$ cat config.mk
export PLATFORM = sky130hd
export DESIGN_NAME = psc_press
export DESIGN_NICKNAME = d
export VERILOG_FILES = /design/src/sv/psc_pkg.sv /design/src/sv/psc_press.sv
export SDC_FILE = /design/constraint.sdc
export NUM_CORES = 2
export LEC_CHECK = 0
export ABC_AREA = 1
export BUFFER_PORTS_ARGS = -buffer_cell sky130_fd_sc_hd__buf_2
export CAP_MARGIN = 30
export CORE_MARGIN = 10
export CORE_UTILIZATION = 55
export DETAILED_ROUTE_END_ITERATION = 6
export PLACE_DENSITY = 0.75
export SYNTH_ARGS = -nofsm -noshare
export SYNTH_HDL_FRONTEND = slang
export SYNTH_SLANG_ARGS = --single-unit
$ cat constraint.sdc
create_clock -name clk -period 3.5 [get_ports clk]
set_clock_uncertainty 0.05 [all_clocks]
set_input_delay 0 -clock clk [delete_from_list [all_inputs] [get_ports clk]]
set_output_delay 0 -clock clk [all_outputs]
set_load 0.01 [all_outputs]
$ cat src/sv/psc_pkg.sv
// ----------------------------------------------------------------------------
// psc_pkg: shared types and constants for pressure sensor compensation
// Payload structs, configuration register codes, scaling constants and the
// pipeline latency used by the compensation datapath.
// ----------------------------------------------------------------------------
package psc_pkg;

    // Configuration register indexes.
    typedef enum logic [2:0] {
        REG_SENS_BASE         = 3'd0,
        REG_OFFSET_BASE       = 3'd1,
        REG_SENS_TEMP_COEFF   = 3'd2,
        REG_OFFSET_TEMP_COEFF = 3'd3,
        REG_REFERENCE_TEMP    = 3'd4,
        REG_TEMP_SLOPE        = 3'd5
    } psc_reg_t;

    localparam int CFG_INDEX_W = 3;
    localparam int CFG_DATA_W  = 16;

    // Temperature thresholds in 0.01 degC.
    localparam int TEMP_REF    = 2000;
    localparam int TEMP_FROZEN = -1500;

    // Truncating shifts (divisions by powers of two).
    localparam int SLOPE_SHIFT   = 23;
    localparam int OTC_SHIFT     = 6;
    localparam int STC_SHIFT     = 7;
    localparam int OFF_BASE_SH   = 17;
    localparam int SENS_BASE_SH  = 16;
    localparam int T2_COLD_SHIFT = 33;
    localparam int T2_WARM_SHIFT = 38;
    localparam int SQ_SHIFT      = 4;
    localparam int PROD_SHIFT    = 21;
    localparam int P_SHIFT       = 15;

    // Constant factors of the second-order correction.
    localparam int T2_COLD_MUL    = 3;
    localparam int T2_WARM_MUL    = 5;
    localparam int OFF2_LO_MUL    = 61;
    localparam int SENS2_LO_MUL   = 29;
    localparam int OFF2_COLD_MUL  = 17;
    localparam int SENS2_COLD_MUL = 9;

    // Split point of the pressure sensitivity for the partial products.
    localparam int SENS_W    = 42;
    localparam int SENS_LO_W = 21;

    // Register ranks from an accepted transaction to its result strobe.
    localparam int PSC_LATENCY = 9;

    typedef struct packed {
        logic [23:0] raw_pressure;
        logic [23:0] raw_temperature;
    } psc_sample_t;

    typedef struct packed {
        logic signed [18:0] temp_centi;
        logic signed [31:0] pressure_centi;
        logic               error_flag;
    } psc_result_t;

    typedef struct packed {
        logic [15:0] sens_base;
        logic [15:0] offset_base;
        logic [15:0] sens_temp_coeff;
        logic [15:0] offset_temp_coeff;
        logic [15:0] reference_temp;
        logic [15:0] temp_slope;
    } psc_cfg_t;

    // Handoff from the temperature section to the pressure section.
    typedef struct packed {
        logic                      err;
        logic [23:0]               raw_pressure;
        logic signed [18:0]        temp_centi;
        logic signed [43:0]        offset;
        logic signed [SENS_W-1:0]  sens;
    } psc_coef_t;

endpackage

$ cat src/sv/psc_press.sv
// ----------------------------------------------------------------------------
// psc_press: pressure pipeline
// Multiplies the raw pressure by the sensitivity as two partial products,
// scales and removes the offset, and registers the final result.
// ----------------------------------------------------------------------------
module psc_press (
    input  logic                  clk,
    input  logic                  rst_n,
    input  logic                  in_valid,
    input  psc_pkg::psc_coef_t    coef,
    output logic                  done,
    output psc_pkg::psc_result_t  result
);
    import psc_pkg::*;

    // Stage 6: partial products of the raw pressure with the sensitivity.
    logic [44:0]        pp_lo;
    logic signed [45:0] pp_hi;
    logic               s6_valid_reg, s6_err_reg;
    logic [44:0]        s6_pp_lo_reg;
    logic signed [45:0] s6_pp_hi_reg;
    logic signed [43:0] s6_offset_reg;
    logic signed [18:0] s6_temp_reg;

    assign pp_lo = 45'(coef.raw_pressure) * 45'(coef.sens[SENS_LO_W-1:0]);
    assign pp_hi = $signed({1'b0, coef.raw_pressure})
                 * $signed(coef.sens[SENS_W-1:SENS_LO_W]);

    // Stage 7: full product.
    logic signed [66:0] prod;
    logic               s7_valid_reg, s7_err_reg;
    logic signed [66:0] s7_prod_reg;
    logic signed [43:0] s7_offset_reg;
    logic signed [18:0] s7_temp_reg;

    assign prod = (67'(s6_pp_hi_reg) <<< SENS_LO_W) + $signed({22'b0, s6_pp_lo_reg});

    // Stage 8: truncating scale and offset removal.
    logic signed [66:0] prod_bias, prod_q;
    logic signed [46:0] diff;
    logic               s8_valid_reg, s8_err_reg;
    logic signed [46:0] s8_diff_reg;
    logic signed [18:0] s8_temp_reg;

    assign prod_bias = s7_prod_reg[66] ? (67'sd1 <<< PROD_SHIFT) - 67'sd1 : 67'sd0;
    assign prod_q    = (s7_prod_reg + prod_bias) >>> PROD_SHIFT;
    assign diff      = 47'(prod_q) - 47'(s7_offset_reg);

    // Output stage: final truncating scale; a zero reading forces zeros.
    logic signed [46:0] diff_bias, p_q;
    logic               done_reg;
    psc_result_t        result_reg, result_next;

    assign diff_bias = s8_diff_reg[46] ? (47'sd1 <<< P_SHIFT) - 47'sd1 : 47'sd0;
    assign p_q       = (s8_diff_reg + diff_bias) >>> P_SHIFT;

    always_comb
    begin
        result_next.temp_centi     = s8_temp_reg;
        result_next.pressure_centi = $signed(p_q[31:0]);
        result_next.error_flag     = 1'b0;
        if (s8_err_reg)
        begin
            result_next.temp_centi     = '0;
            result_next.pressure_centi = '0;
            result_next.error_flag     = 1'b1;
        end
    end

    always_ff @(posedge clk or negedge rst_n)
    begin
        if (!rst_n)
        begin
            s6_valid_reg <= 1'b0;
            s7_valid_reg <= 1'b0;
            s8_valid_reg <= 1'b0;
            done_reg     <= 1'b0;
        end
        else
        begin
            s6_valid_reg <= in_valid;
            s7_valid_reg <= s6_valid_reg;
            s8_valid_reg <= s7_valid_reg;
            done_reg     <= s8_valid_reg;
        end
    end

    always_ff @(posedge clk)
    begin
        s6_err_reg    <= coef.err;
        s6_pp_lo_reg  <= pp_lo;
        s6_pp_hi_reg  <= pp_hi;
        s6_offset_reg <= coef.offset;
        s6_temp_reg   <= coef.temp_centi;

        s7_err_reg    <= s6_err_reg;
        s7_prod_reg   <= prod;
        s7_offset_reg <= s6_offset_reg;
        s7_temp_reg   <= s6_temp_reg;

        s8_err_reg  <= s7_err_reg;
        s8_diff_reg <= diff;
        s8_temp_reg <= s7_temp_reg;

        result_reg <= result_next;
    end

    assign done   = done_reg;
    assign result = result_reg;

endmodule

# After elaboration in Yosys (flattened, before gate mapping)
# Index checks and enable logic that the tools add are counted.
# W data, S select, Z words.
[totals] out_inout_bits=53 in_bits=133 regBits=409
[op_classes] mux=3 n_addsub=4 n_mul=2
[ops] operator="$add A67 B22 Y67" n=1
[ops] operator="$add A67 B46 Y67" n=1
[ops] operator="$add A47 B16 Y47" n=1
[ops] operator="$sub A46 B44 Y47" n=1
[ops] operator="$mul A25 B21 Y46" n=1
[ops] operator="$mul A24 B21 Y45" n=1
[ops] operator="$mux W21" n=1
[ops] operator="$mux W15" n=1
[ops] operator="$mux W1" n=1

# Longest topological paths before layout
[depth] ltp_word=3 ltp_mapped=30

# Least setup slack after synthesis
# Ideal clock, no wire load.
[synth_path] path_kind="input to register" startpoint="in coef[114] in the netlist's numbering" endpoint="reg s6_pp_hi_reg[43]" cell_stages=27 n_path_buf=2 arrival_ps=5389 setup_time_ps=112 slack_ps=-2051 cell_sequence="clkbuf_1 clkbuf_1 nand2_1 inv_1 fa_1 fa_1 inv_1 fa_1 inv_1 fa_1 inv_1 fa_1 inv_1 fa_1 inv_1 fa_1 inv_1 ha_1 nand2_1 nor2_1 inv_1 nor3_1 nand3_1 nand3_1 nand2_1 nand3_1 nand2_1"
[synth_via] elab_chain_len=1
[synth_lines] item="start, declared" line="psc_press.sv:10" text="input psc_pkg::psc_coef_t coef,"
[synth_lines] item="$mul A25 B21 Y46" line="psc_press.sv:27" text="* $signed(coef.sens[SENS_W-1:SENS_LO_W]);"
[synth_lines] item="net pp_hi[43]" line="psc_press.sv:18" text="logic signed [45:0] pp_hi;"
[synth_lines] item="end signal, assigned" line="psc_press.sv:92" text="s6_pp_hi_reg <= pp_hi;"
[synth_lines] item="end, declared" line="psc_press.sv:21" text="logic signed [45:0] s6_pp_hi_reg;"
# The timed path passes the listed nets, and every way through them passes these cells.
# A chain may end at the register's enable or synchronous reset.

# Worst setup path in the final report
[layout_path] startpoint="in coef[40] in the netlist's numbering" endpoint="reg s6_pp_hi_reg[40]"
# Same word-level chain as after synthesis.

==> metrics.yaml <==
final_cell_count_no_fill: 10187
criticalPathCategory: "in -> reg"
port-buffer-count: 185
synth-seq-cells: 409
viasPerCell: 5.53
chipWidth_microns: 336
areaGrowthSynthToFinish_pct: 42.8
die_y_microns: 336
clock_latency_ns: 0.63
grt_pass1_vias: 56020
status: "finished with violations"
fin_setup_tns_ns: -124.52
slew_headroom_pct: 44.9
yosys_warnings: 0
end_kind: "flip-flop"
ios: 186
whs_ns: -0.00640
place_inst: 9713
initialDrtViolationCount: 5422
grt_setup_unrepaired: "true"
cts_tree: "done"
grt_pass1_wl_microns: 301000
cp.required_ns: 3.94
grtUsageTotal_pct: 33.8
critPathLaunchType: "primary input"
cts_sinks: 409
largest_reg_flops: 67
dieArea_sq_um: 113000
setup_slack_ns: -1.60
post-dp-hpwl_microns: 146000
synth-adder-area-share_pct: 40.3
core_area_sq_um: 98900
start_util_pct: 55.7
grt_max_degree: 23
vias: 56375
firstDrtPassIters: 7
seq_area_frac_synth_pct: 14.9
root_buffer: "clkbuf_16"
violations: "design-rule violations, negative hold slack, negative setup slack"
antenna_found_initial: 8
drv_slew: 0
yosys.area_share.xor_xnor_pct: 1.78
synth-async-reset-ratio_pct: 0.978
syn_area_sq_um: 55100
synth_mux_area_share_pct: 0
fp-row-count: 115
cap_viol_max_count: 0
fin_crit_sh_pct: 146
syn_inst: 7671
cts_made_buffers: 42
detail_route.wl_per_cell_microns: 21.5
grt-ovfl-total: 0
worstPathArrival_ns: 5.54
max_freq_mhz: 196
ys.flop_type: "dfxtp_1"
worstMarginPinSlew_ns: 0.825
drc_errors: 1
cp_max_fo: 7
fin_crit_ns: 5.10
hold_viol: 3
synth-simple-area-share_pct: 23.7
clockBufferDepth: 3
synth_edf_count: 0
path_clk_slew_ns: 0.07
yosysUniqueCellTypes: 52
htree_levels: 2
drt-total-wl_microns: 219000
drive_gt1_share_pct: 32.7
min_path_type: "in -> reg"
syn-num-nets: 9079
nets: 10272
gp_congestion: 0.972
ant_nets: 0
setup_violations: 120
synth_compound_area_share_pct: 4.21
syn_area_per_cell_sq_um: 7.18
synth_top_family_by_area: "adder cells"
## repair_timing
item                                    4_1_cts  5_1_grt
buffers inserted                            151      132
pin swaps                                   432      707
hold endpoints to repair                     70        1
hold buffers                                116        1
gates cloned                                 16        3
endpoints found under the setup margin      118      120
gates resized for setup                    1097     1170
## critical path: stages
cell and delay [ns]:
buf_2 0.27, buf_12 0.17, nand2_2 0.06, inv_1 0.12
fa_2 0.54, fa_2 0.58, fa_1 0.46, fa_1 0.53
fa_1 0.43, fa_1 0.51, inv_2 0.04, fa_1 0.54
inv_2 0.06, ha_4 0.31, buf_6 0.12, nand2_8 0.07
nor2_4 0.19, nand2_4 0.10, nor2_4 0.14, nand3_2 0.11
nand4_1 0.10, nand2_1 0.06
## layout by cell type (no fill, tap or decap), types with 19 or more instances in the layout
cell type,synthesis,layout
nor3_1,70,48
nor2_1,456,264
buf_4,0,750
ha_1,442,297
nand3_2,4,56
a21oi_2,2,69
buf_12,0,97
o21ai_4,0,24
nor2_4,1,114
ha_4,0,145
nand4_1,70,70
nand2_8,0,27
a21oi_4,0,84
a21oi_1,247,96
nand2_1,2309,1781
dfxtp_1,405,404
fa_2,0,71
fa_1,833,762
o21ai_0,118,47
inv_2,7,232
buf_6,1,209
nand2_4,0,186
clkbuf_16,0,45
inv_1,1992,1751
buf_2,1,139
dlygate4sd3_1,0,117
xor2_1,87,67
buf_16,0,22
nor2_2,6,85
nand3_4,0,19
o21ai_1,7,20
buf_8,0,20
nand2_2,5,320
o21ai_2,5,39
nand3_1,241,170
## final timing paths
| check | start | end | slack [ns] | depth (start not counted) |
|---|---|---|---|---|
| min reg2reg | s6_pp_lo_reg[15] | s7_prod_reg[15] | 0.24 | 0 |
| min | coef[49] | s6_offset_reg[7] | -0.006 | 2 |
| max | coef[40] | s6_pp_hi_reg[40] | -1.60 | 22 |
| min in group asynchronous | rst_n | s8_valid_reg | 0.28 | 3 |
| max in group asynchronous | rst_n | s7_valid_reg | 2.92 | 3 |
| max reg2reg | s7_prod_reg[66] | s8_diff_reg[15] | -0.74 | 21 |
## routing by layer
metal	wire (microns)	vias up	global-route usage, %
met4	18200	6	17.5
met3	20200	1179	4.52
met5	46	-	0
met1	77600	26961	41.5
met2	103000	3453	57.8
li1	-	24776	-
## through the flow
stage | util, % | cell area (sq um) | setup slack, ns | hold slack, ns
2_1_floorplan | - | 57000 | -1.73 | -0.346
3_3_place_gp | 65.3 | 64600 | -2.39 | -0.245
3_5_place_dp | 65.3 | 64600 | -2.41 | -0.235
4_1_cts | 74.0 | 73100 | -1.43 | 0.000332
5_1_grt | 79.5 | 78600 | -1.70 | -0.00920
6_report | 79.5 | 78600 | -1.60 | -0.00640
## synthesized netlist by cell type, drive strengths merged (7+ instances only)
cell,instances,share of area [%]
ha,442,10
and2,10,0.12
fa,833,30
inv,1999,14
clkbuf,207,1.4
a21oi,249,2.3
xor2,87,1.4
xnor2,25,0.40
a31oi,8,0.091
nand2,2314,16
nor2,463,3.2
or2,19,0.22
o21a,8,0.11
dfxtp,405,15
nand3b,18,0.25
nor3,79,0.81
o21ai,130,1.2
nor4,7,0.091
nand3,245,2.3
nand4,71,0.82
o21bai,23,0.32
## layout make-up
class | count | area (sq um)
inverters | 2000 | 7550
clock buffers | 51 | 1110
fillers | 6031 | 20200
clock inverters | 27 | 335
repair buffers | 1359 | 12800
diodes | 2 | 5.00
multi-input cells | 5052 | 47000
well taps | 1287 | 1610
flip-flops and latches | 409 | 8210
## kinds of logic after synthesis
family | count (synthesis)
simple gates | 3233
buf+inv | 2210
fa+ha+maj | 1275
compound gates | 432
flops | 409
xor+xnor | 112
Power is left out: the tool's default activity adds up to more than one toggle a clock period on the data nets, which glitch-free logic cannot reach.
